$ cat src/rtl/osc_message_header_deframer_top_assert.svh
// assertion macros for the osc message header deframer
// used by osc_message_header_deframer_top; needs clk and rst_n in scope
`ifndef OSC_MESSAGE_HEADER_DEFRAMER_TOP_ASSERT_SVH
`define OSC_MESSAGE_HEADER_DEFRAMER_TOP_ASSERT_SVH

// same-cycle implication
`define OHD_ASSERT_NOW(label, ante, cons, msg) \
  label: assert property (@(posedge clk) disable iff (!rst_n) (ante) |-> (cons)) \
    else $error(msg);

// next-cycle implication
`define OHD_ASSERT_NEXT(label, ante, cons, msg) \
  label: assert property (@(posedge clk) disable iff (!rst_n) (ante) |=> (cons)) \
    else $error(msg);

`endif

$ cat src/rtl/osc_hdr_pkg.sv
// shared constants and helpers for the osc message header deframer
// no dependencies
`timescale 1ns / 1ps

package osc_hdr_pkg;

  localparam int CntW = 15;

  // section codes, also used as the phase of the header walk
  localparam logic [2:0] SEC_ADDR     = 3'd0;
  localparam logic [2:0] SEC_ADDR_PAD = 3'd1;
  localparam logic [2:0] SEC_TYPE     = 3'd2;
  localparam logic [2:0] SEC_TYPE_PAD = 3'd3;
  localparam logic [2:0] SEC_DATA     = 3'd4;
  localparam logic [2:0] SEC_REJECT   = 3'd5;

  localparam logic [CntW-1:0] CNT_MAX = 15'h7FFF;
  localparam logic [7:0] SLASH_CHAR = 8'h2F;
  localparam logic [7:0] COMMA_CHAR = 8'h2C;

  typedef logic [CntW-1:0] cnt_t;

  function automatic cnt_t sat_inc(input cnt_t v);
    return (v == CNT_MAX) ? v : v + 15'd1;
  endfunction

endpackage

$ cat src/rtl/osc_message_header_deframer_top.sv
// Takes one message byte per beat and returns one tagged beat per byte, in order.
// A new byte can be taken every cycle unless in_stall is raised; each byte passes
// through the input register and then the result register. The header walk (phase,
// counters, padding) is worked out combinationally and updates once per byte, which
// sets the one-byte-per-cycle rate. A waiting result does not block the input register,
// so one more byte is taken while the output is stalled.
// depends on osc_hdr_pkg and osc_message_header_deframer_top_assert.svh
`timescale 1ns / 1ps

`include "osc_message_header_deframer_top_assert.svh"

module osc_message_header_deframer_top
  import osc_hdr_pkg::*;
(
  input  logic       clk,
  input  logic       rst_n,
  input  logic       in_valid,
  output logic       in_stall,
  input  logic [7:0] in_message_byte,
  input  logic       in_last_byte,
  output logic       out_valid,
  input  logic       out_stall,
  output logic [7:0] out_byte_out,
  output logic [2:0] out_section,
  output logic       out_message_done,
  output logic       out_message_valid,
  output cnt_t       out_address_length,
  output cnt_t       out_type_length,
  output cnt_t       out_data_offset,
  output cnt_t       out_data_length
);

  // input register
  logic       in_valid_r;
  logic [7:0] in_byte_r;
  logic       in_last_r;

  // header walk state
  logic [2:0] phase_r, phase_nxt;
  cnt_t       pos_r, pos_nxt;
  cnt_t       addr_cnt_r, addr_cnt_nxt;
  cnt_t       type_cnt_r, type_cnt_nxt;
  logic [2:0] pad_left_r, pad_left_nxt;
  logic       hdr_good_r, hdr_good_nxt;
  logic       type_closed_r, type_closed_nxt;

  // result register
  logic       out_valid_r;
  logic [7:0] byte_out_r;
  logic [2:0] section_r;
  logic       done_r;
  logic       msg_valid_r;
  cnt_t       addr_len_r, type_len_r, data_off_r, data_len_r;

  logic        advance;
  logic        step;
  logic [2:0]  sec;
  logic [15:0] type_start;
  logic [16:0] doff;
  logic        valid_c;
  cnt_t        doff_sat;
  cnt_t        dlen;

  assign advance  = !out_valid_r || !out_stall;
  assign step     = advance && in_valid_r;
  assign in_stall = in_valid_r && !advance;

  always_comb begin
    phase_nxt       = phase_r;
    addr_cnt_nxt    = addr_cnt_r;
    type_cnt_nxt    = type_cnt_r;
    pad_left_nxt    = pad_left_r;
    type_closed_nxt = type_closed_r;
    hdr_good_nxt    = hdr_good_r && (pos_r != CNT_MAX);
    pos_nxt         = sat_inc(pos_r);
    sec             = SEC_REJECT;
    case (phase_r)
      SEC_ADDR: begin
        if ((pos_r == '0) && (in_byte_r != SLASH_CHAR)) begin
          sec          = SEC_REJECT;
          phase_nxt    = SEC_REJECT;
          hdr_good_nxt = 1'b0;
        end else if (in_byte_r != 8'd0) begin
          sec          = SEC_ADDR;
          addr_cnt_nxt = sat_inc(addr_cnt_r);
        end else begin
          sec          = SEC_ADDR_PAD;
          // 3 - (count mod 4)
          pad_left_nxt = {1'b0, ~addr_cnt_r[1:0]};
          phase_nxt    = (addr_cnt_r[1:0] == 2'd3) ? SEC_TYPE : SEC_ADDR_PAD;
        end
      end
      SEC_ADDR_PAD: begin
        sec          = SEC_ADDR_PAD;
        pad_left_nxt = pad_left_r - 3'd1;
        if (pad_left_nxt == 3'd0) phase_nxt = SEC_TYPE;
      end
      SEC_TYPE: begin
        if ((type_cnt_r == '0) && (in_byte_r != COMMA_CHAR)) begin
          sec          = SEC_REJECT;
          phase_nxt    = SEC_REJECT;
          hdr_good_nxt = 1'b0;
        end else if (in_byte_r != 8'd0) begin
          sec          = SEC_TYPE;
          type_cnt_nxt = sat_inc(type_cnt_r);
        end else begin
          sec             = SEC_TYPE_PAD;
          type_closed_nxt = 1'b1;
          pad_left_nxt    = {1'b0, ~type_cnt_r[1:0]};
          phase_nxt       = (type_cnt_r[1:0] == 2'd3) ? SEC_DATA : SEC_TYPE_PAD;
        end
      end
      SEC_TYPE_PAD: begin
        sec          = SEC_TYPE_PAD;
        pad_left_nxt = pad_left_r - 3'd1;
        if (pad_left_nxt == 3'd0) phase_nxt = SEC_DATA;
      end
      SEC_DATA: begin
        sec = SEC_DATA;
      end
      default: begin
        sec = SEC_REJECT;
      end
    endcase
  end

  // header geometry: both fields rounded up to the next word, terminator included
  assign type_start = {1'b0, addr_cnt_nxt} + 16'd4 - {14'd0, addr_cnt_nxt[1:0]};
  assign doff = type_closed_nxt
              ? ({1'b0, type_start} + {2'b00, type_cnt_nxt} + 17'd4
                 - {15'd0, type_cnt_nxt[1:0]})
              : 17'd0;
  assign valid_c  = hdr_good_nxt && (sec == SEC_DATA) && (doff < {2'b00, pos_nxt});
  assign doff_sat = (doff > {2'b00, CNT_MAX}) ? CNT_MAX : doff[CntW-1:0];
  assign dlen     = valid_c ? (pos_nxt - doff[CntW-1:0]) : '0;

  always_ff @(posedge clk) begin
    if (!rst_n) begin
      in_valid_r <= 1'b0;
    end else if (!in_stall) begin
      in_valid_r <= in_valid;
    end
    if (!in_stall && in_valid) begin
      in_byte_r <= in_message_byte;
      in_last_r <= in_last_byte;
    end
  end

  always_ff @(posedge clk) begin
    if (!rst_n) begin
      phase_r       <= SEC_ADDR;
      pos_r         <= '0;
      addr_cnt_r    <= '0;
      type_cnt_r    <= '0;
      pad_left_r    <= '0;
      hdr_good_r    <= 1'b1;
      type_closed_r <= 1'b0;
    end else if (step) begin
      if (in_last_r) begin
        // ready for the next message
        phase_r       <= SEC_ADDR;
        pos_r         <= '0;
        addr_cnt_r    <= '0;
        type_cnt_r    <= '0;
        pad_left_r    <= '0;
        hdr_good_r    <= 1'b1;
        type_closed_r <= 1'b0;
      end else begin
        phase_r       <= phase_nxt;
        pos_r         <= pos_nxt;
        addr_cnt_r    <= addr_cnt_nxt;
        type_cnt_r    <= type_cnt_nxt;
        pad_left_r    <= pad_left_nxt;
        hdr_good_r    <= hdr_good_nxt;
        type_closed_r <= type_closed_nxt;
      end
    end
  end

  always_ff @(posedge clk) begin
    if (!rst_n) begin
      out_valid_r <= 1'b0;
    end else if (advance) begin
      out_valid_r <= in_valid_r;
    end
    if (step) begin
      byte_out_r  <= in_byte_r;
      section_r   <= sec;
      done_r      <= in_last_r;
      msg_valid_r <= in_last_r && valid_c;
      addr_len_r  <= in_last_r ? addr_cnt_nxt : '0;
      type_len_r  <= in_last_r ? type_cnt_nxt : '0;
      data_off_r  <= in_last_r ? doff_sat : '0;
      data_len_r  <= in_last_r ? dlen : '0;
    end
  end

  assign out_valid          = out_valid_r;
  assign out_byte_out       = byte_out_r;
  assign out_section        = section_r;
  assign out_message_done   = done_r;
  assign out_message_valid  = msg_valid_r;
  assign out_address_length = addr_len_r;
  assign out_type_length    = type_len_r;
  assign out_data_offset    = data_off_r;
  assign out_data_length    = data_len_r;

  `OHD_ASSERT_NOW(a_geom_only_at_end,
    out_valid_r && !done_r,
    !msg_valid_r && addr_len_r == '0 && type_len_r == '0 && data_off_r == '0
      && data_len_r == '0,
    "geometry reported on a beat that does not end the message")

  `OHD_ASSERT_NOW(a_valid_means_data,
    out_valid_r && msg_valid_r,
    section_r == SEC_DATA && data_len_r != '0,
    "valid message without argument data")

  `OHD_ASSERT_NEXT(a_clear_after_last,
    step && in_last_r,
    phase_r == SEC_ADDR && pos_r == '0 && hdr_good_r && !type_closed_r,
    "header state not cleared after the last byte")

  `OHD_ASSERT_NOW(a_pad_only_in_pad,
    pad_left_r != 3'd0,
    phase_r == SEC_ADDR_PAD || phase_r == SEC_TYPE_PAD,
    "padding count left over outside a padding phase")

endmodule

$ cat config.mk
export PLATFORM = sky130hd
export DESIGN_NAME = osc_message_header_deframer_top
export DESIGN_NICKNAME = d
export VERILOG_FILES = /design/src/rtl/osc_hdr_pkg.sv /design/src/rtl/osc_message_header_deframer_top.sv
export VERILOG_INCLUDE_DIRS = /design/src /design/src/rtl
export SDC_FILE = /design/constraint.sdc
export NUM_CORES = 1
export LEC_CHECK = 0
export BUFFER_PORTS_ARGS = -buffer_cell sky130_fd_sc_hd__buf_4
export CAP_MARGIN = 30
export CORE_UTILIZATION = 35
export DETAILED_ROUTE_END_ITERATION = 10
export PLACE_DENSITY_LB_ADDON = 0.1
export SLEW_MARGIN = 25
export SYNTH_ARGS = -nofsm -noshare
export SYNTH_HDL_FRONTEND = slang
export SYNTH_SLANG_ARGS = --single-unit
$ cat constraint.sdc
create_clock -name clk -period 8.7 [get_ports clk]
set_input_delay 0.435 -clock clk [delete_from_list [all_inputs] [get_ports clk]]
set_output_delay 0.435 -clock clk [all_outputs]
set_load 0.03 [all_outputs]
==> results.yml, run 1 <==
status:
  status: "complete, no violations"
worst_setup_path:
  slowest_stage: "or3_1"
  crit_arrival_ns: 8.26
  endpoint_kind: "flop"
  start_kind: "flop"
  reg2reg_slack_ns: 0.68
  reg2reg_to: "out_data_length[12]"
  r2r_start: "pos_r[0]"
  cp.required_ns: 8.94
  worst-r2r-cell-count: 36
  crit_top_cell: "ha_1"
  criticalPathCategory: "reg -> reg"
  path_max_fanout: 16
  critical-path-max-stage-delay_ns: 0.47
yosys:
  synth_most_common_cell: "inv_1"
  avgSynthCellArea_um2: 9.29
  synth_area_leaders: "edfxtp_1 26%, dfxtp_1 12%, ha_1 11%"
  ys_top_cells_by_count: "91 x inv_1, 89 x nor2_1, 84 x ha_1"
  syn_nets: 1092
  syn_area_um2: 9230
  ys.flop_type: "edfxtp_1"
  synth_cell_types: 87
  ys_seq_area_frac: 0.383
  syn_inst: 994
  synth_top_area_frac: 0.264
  synth_edf_count: 81
  yosysTopAreaCell: "edfxtp_1"
  ys_ff_latch: 136
  async_flop_share: 0
  yosysWarnings: 0
drt:
  routed-via-count: 7256
  drc: 0
  first_pass_iters: 4
  post_drt_wl_per_cell_um: 17.1
  first_iter_violations: 425
  antenna_left: 0
  routed_wl_um: 24400
  viasPerCell: 5.09
sta:
  rsz0062_at_grt: "no"
  period_minus_slack_ns: 8.02
  fin_ws_ns: 0.680
  worst_pin_slew_ns: 0.979
  fin_crit_sh: 0.922
  max_freq_mhz: 125
  fin_skew_ns: 0.0141
  tns_ns: 0
  drv_slew: 0
  finalSetupViolCount: 0
  hold_violations: 0
  slew_headroom: 0.345
worst_hold_path:
  holdPathStages: 1
  hp-class: "in -> reg"
  holdPathEnd: "in_byte_r[0]"
  hold_start: "in_message_byte[0]"
floorplan:
  dieArea_um2: 27000
  num_io_pins: 88
  initial_utilization: 0.355
  core_um2: 26000
  die_y_um: 164
  die_w_um: 164
  rows: 59
cts:
  cts_root_buf: "clkbuf_16"
  path_clk_slew_ns: 0.07
  cts_buffers: 17
  clkLatencyLatePin_ns: 0.43
  clock_path_buffers: 2
  cts-htree-levels: 4
  cts_tree: "built"
  cts_sinks: 136
  postCtsSetupRepairBufs: 0
power:
  p_leak_uw: 0.00425
  worst_ir_drop_vdd_v: 0.000100
  power_per_cell_area_nw_per_um2: 147
grt:
  grt_pass1_vias: 6915
  grt_util_met3: 0.0271
  antenna_found_initial: 0
  grt_max_degree: 67
  grtUsageTotal: 0.187
  grt_pass1_wl_um: 38400
  grt.met1_usage: 0.256
  gr-max-usage-layer: "met2"
  overflow: 0
  grtUsageMet2: 0.301
placed_design:
  portBuffers: 87
  place_congestion: 0.849
  place_ws_ns: 0.566
  dpl.hpwl_um: 18000
  dpl_cell_area_um2: 10200
cells_and_area:
  num_antenna_cells: 0
  area_delta_synth_final_pct: 17.6
  drive_above_1_share: 0.170
  final_area_um2: 10900
  final_nets: 1176
flow_run:
  drv_cap: 0
-- cell type report --
class,instances,area [um2]
fill,2594,15100
multi-input combinational,729,5180
sequential,136,3530
timing repair buffer,102,766
clock buffer,17,425
tap,335,419
inverter,92,348
clock inverter,15,179
-- critical path: cells and delay by family, from the launching register on --
kind | cells | cell delay [ns]
xor+xnor | 3 | 0.70
flops | 1 | 0.45
fa+ha+maj | 6 | 1.63
buf+inv | 5 | 0.58
compound gates | 6 | 1.34
simple gates | 16 | 3.14
-- sequential cells by signal (all words and copies together) (netlist names), 3 cells and up --
| signal | cells |
|---|---|
| addr_cnt_r | 15 |
| out_section | 3 |
| out_data_length | 15 |
| out_byte_out | 8 |
| out_address_length | 15 |
| out_data_offset | 14 |
| type_cnt_r | 15 |
| pad_left_r | 3 |
| out_type_length | 15 |
| phase_r | 3 |
| in_byte_r | 8 |
| pos_r | 15 |
-- what timing repair did --
action                     CTS  global route
resized for setup            0             3
setup endpoints to repair    0            14
hold buffers                 0             0
hold endpoints to repair     0             0
-- worst max path at each step --
stage                     endpoint  slack, ns  cells after the start     start
2_1_floorplan  out_data_length[12]       1.78                     35  pos_r[0]
3_5_place_dp   out_data_length[12]       0.57                     36  pos_r[0]
6_report       out_data_length[12]       0.68                     36  pos_r[0]
3_3_place_gp   out_data_length[12]       0.71                     36  pos_r[0]
4_1_cts        out_data_length[12]       0.46                     37  pos_r[0]
5_1_grt         out_data_length[3]       0.01                     36  pos_r[0]
-- layout by cell type (no fill, tap or decap), drive strengths merged, types with 6 or more instances in the layout --
| cell | n |
|---|---|
| buf | 102 |
| inv | 101 |
| nor2 | 93 |
| ha | 84 |
| edfxtp | 81 |
| nand2 | 68 |
| a21oi | 61 |
| dfxtp | 55 |
| o21ai | 46 |
| nor2b | 41 |
| xnor2 | 36 |
| nor3 | 36 |
| nand3 | 25 |
| xor2 | 22 |
| and3 | 21 |
| a22oi | 21 |
| clkbuf | 17 |
| and2 | 15 |
| o21a | 15 |
| nor4 | 15 |
| a21boi | 12 |
| or3 | 10 |
| a21o | 10 |
| nand4 | 10 |
| o31ai | 8 |
| nand2b | 7 |
| and4 | 6 |
-- where the power goes --
group	internal, uW	leakage [uW]	switching, uW	total [uW]
sequential	701	0.00120	8.44	709
combinational	37.1	0.00276	80.3	117
clock	435	0.000292	330	765
-- kinds of logic after synthesis --
| family | count (synthesis) | share of synthesized area |
|---|---|---|
| XOR/XNOR | 58 | 0.0575 |
| multiplexers | 6 | 0.00705 |
| flip-flops | 136 | 0.383 |
| AO/OA/AOI/OAI | 211 | 0.155 |
| buffers and inverters | 129 | 0.0565 |
| AND/OR/NAND/NOR | 368 | 0.224 |
| adder cells (fa/ha/maj) | 86 | 0.117 |
-- layer usage --
metal  up-vias  part of all wire
met4         0             0.022
met2       114              0.46
li1       3712                 -
met5         -                 0
met1      3404              0.49
met3        26             0.031
-- per-stage QoR --
stage / total power (uW) / std cells / utilization / hold slack, ns
CTS: 1610 / 1426 / 0.417 / 0.158
detailed placement: 842 / 1394 / 0.394 / 0.445
floorplan: 797 / 994 / - / 0.426
global route: 1650 / 1426 / 0.418 / 0.157
finish: 1590 / 1426 / 0.418 / 0.173
global placement: 842 / 1394 / 0.394 / 0.435
Power figures use the tool's default switching activity.
==> run 2, diff against run 1 <==
--- a/config.mk
+++ b/config.mk
@@ -8,7 +8,7 @@
 export LEC_CHECK = 0
 export BUFFER_PORTS_ARGS = -buffer_cell sky130_fd_sc_hd__buf_4
 export CAP_MARGIN = 30
-export CORE_UTILIZATION = 35
+export CORE_UTILIZATION = 30
 export DETAILED_ROUTE_END_ITERATION = 10
 export PLACE_DENSITY_LB_ADDON = 0.1
 export SLEW_MARGIN = 25
==> run 2 against run 1 <==
Routed wire length is 3.2% higher. First-iteration DRC count unchanged. Core utilization down 5.4 points. Flip-flop and latch count stayed put. Clock skew hardly changed. Final cell count rose by 3.8%. Register-to-register slack improved by 0.07 ns. Combinational power is essentially flat. Die area grew 16%. Non-clock buffer count fell by 1. Largest power group unchanged. Maximum frequency grew 0.84%. Highest routed layer unchanged. Setup slack improved by 0.067 ns.
==> results.yml, run 2 (synthesis results as in run 1) <==
cts:
  cts_buffers: 17
  clock_path_buffers: 2
  clkLatencyLatePin_ns: 0.43
  cts-htree-levels: 4
  path_clk_slew_ns: 0.07
  cts_root_buf: "clkbuf_16"
  postCtsSetupRepairBufs: 0
  cts_sinks: 136
  cts_tree: "built"
floorplan:
  rows: 63
  die_y_um: 177
  dieArea_um2: 31500
  num_io_pins: 88
  initial_utilization: 0.308
  die_w_um: 177
  core_um2: 30000
worst_setup_path:
  cp.required_ns: 8.94
  endpoint_kind: "flop"
  crit_top_cell: "ha_1"
  slowest_stage: "or3_1"
  start_kind: "flop"
  path_max_fanout: 16
  worst-r2r-cell-count: 34
  criticalPathCategory: "reg -> reg"
  critical-path-max-stage-delay_ns: 0.47
  crit_arrival_ns: 8.20
sta:
  period_minus_slack_ns: 7.95
  drv_slew: 0
  holdWs_ns: 0.175
  finalSetupViolCount: 0
  fin_skew_ns: 0.0136
  max_freq_mhz: 126
  worst_pin_slew_ns: 0.956
  rsz0062_at_grt: "no"
  hold_violations: 0
  fin_crit_sh: 0.914
  slew_headroom: 0.362
  tns_ns: 0
power:
  p_leak_uw: 0.00424
  power_per_cell_area_nw_per_um2: 144
  worst_ir_drop_vdd_v: 0.000129
drt:
  drc: 0
  post_drt_wl_per_cell_um: 17.0
  wl_met1_um: 12500
  antenna_left: 0
  wl_met3_um: 610
  routed_wl_um: 25200
  routed-wl-met2_um: 11900
  first_pass_iters: 5
  viasPerCell: 4.89
  first_iter_violations: 425
  highest_layer: "met4"
  routed-via-count: 7234
grt:
  grt_pass1_wl_um: 39600
  overflow: 0
  antenna_found_initial: 0
  grt_max_degree: 67
  grtUsageTotal: 0.165
  grt_pass1_vias: 6938
cells_and_area:
  area_delta_synth_final_pct: 18.1
  num_antenna_cells: 0
  mostFrequentLayoutCell: "buf_4"
  finish.utilization: 0.364
  drive_above_1_share: 0.172
  final_nets: 1175
  final_area_um2: 10900
  layout_common_cells: "100 x buf_4, 90 x inv_1, 86 x nor2_1, 84 x ha_1, 81 x edfxtp_1"
  nFillCells: 3098
placed_design:
  place_congestion: 0.858
  dpl_cell_area_um2: 10300
  portBuffers: 87
  dpl.hpwl_um: 18500
worst_hold_path:
  hp-class: "in -> reg"
  holdPathStages: 1
flow_run:
  drv_cap: 0
status:
  status: "complete, no violations"
-- run 2: cell types whose count changed in the layout (fill, tap and decap cells not counted), moves of 2 or more --
cell / change
inv_6: -2
nor2_2: +2
buf_4: -2
nor2_1: -2
-- run 2: worst paths after layout --
check / start / to / slack [ns]
setup / recovery: pos_r[0] / out_data_length[12] / 0.75
hold / removal: in_message_byte[2] / in_byte_r[2] / 0.17
setup reg to reg: pos_r[0] / out_data_length[12] / 0.75
hold reg to reg: pad_left_r[1] / pad_left_r[1] / 0.46
-- run 2: cell type report --
cell class,count,area (um2),area share
Inverter,92,348,0.0319
Clock inverter,15,156,0.0143
Sequential cell,136,3530,0.324
Clock buffer,17,425,0.0390
Tap cell,390,488,0.0448
Timing Repair Buffer,101,756,0.0693
Multi-Input combinational cell,729,5190,0.477
-- run 2: routing by layer --
metal / GRT usage / up-vias
met2: 0.267 / 110
met5: 0 / -
met1: 0.226 / 3410
met4: 0.0459 / 0
li1: - / 3695
met3: 0.0253 / 19
-- run 2: worst max-delay path, delay by kind of cell, from the launching register on --
family / cells / cell delay [ns]
AO/OA/AOI/OAI: 8 / 1.80
XOR/XNOR: 3 / 0.71
AND/OR/NAND/NOR: 11 / 2.07
buffers and inverters: 5 / 0.61
adder cells (fa/ha/maj): 7 / 2.09
flip-flops: 1 / 0.46
-- run 2: power by group --
group / internal, uW / total (uW) / switching, uW
Combinational: 37.0 / 120 / 82.6
Clock: 405 / 737 / 332
Sequential: 701 / 708 / 7.70
-- run 2: what timing repair did --
action                     in CTS  in global routing
setup endpoints to repair       0                 16
hold buffers                    0                  0
resized for setup               0                  4
-- run 2: metrics by stage --
stage | setup slack (ns) | instances | power (uW)
after floorplan | 1.78 | 994 | 797
after global placement | 0.565 | 1447 | 844
after detailed placement | 0.523 | 1447 | 844
after CTS | 0.436 | 1479 | 1590
after global routing | 0.0921 | 1480 | 1620
final | 0.746 | 1480 | 1560
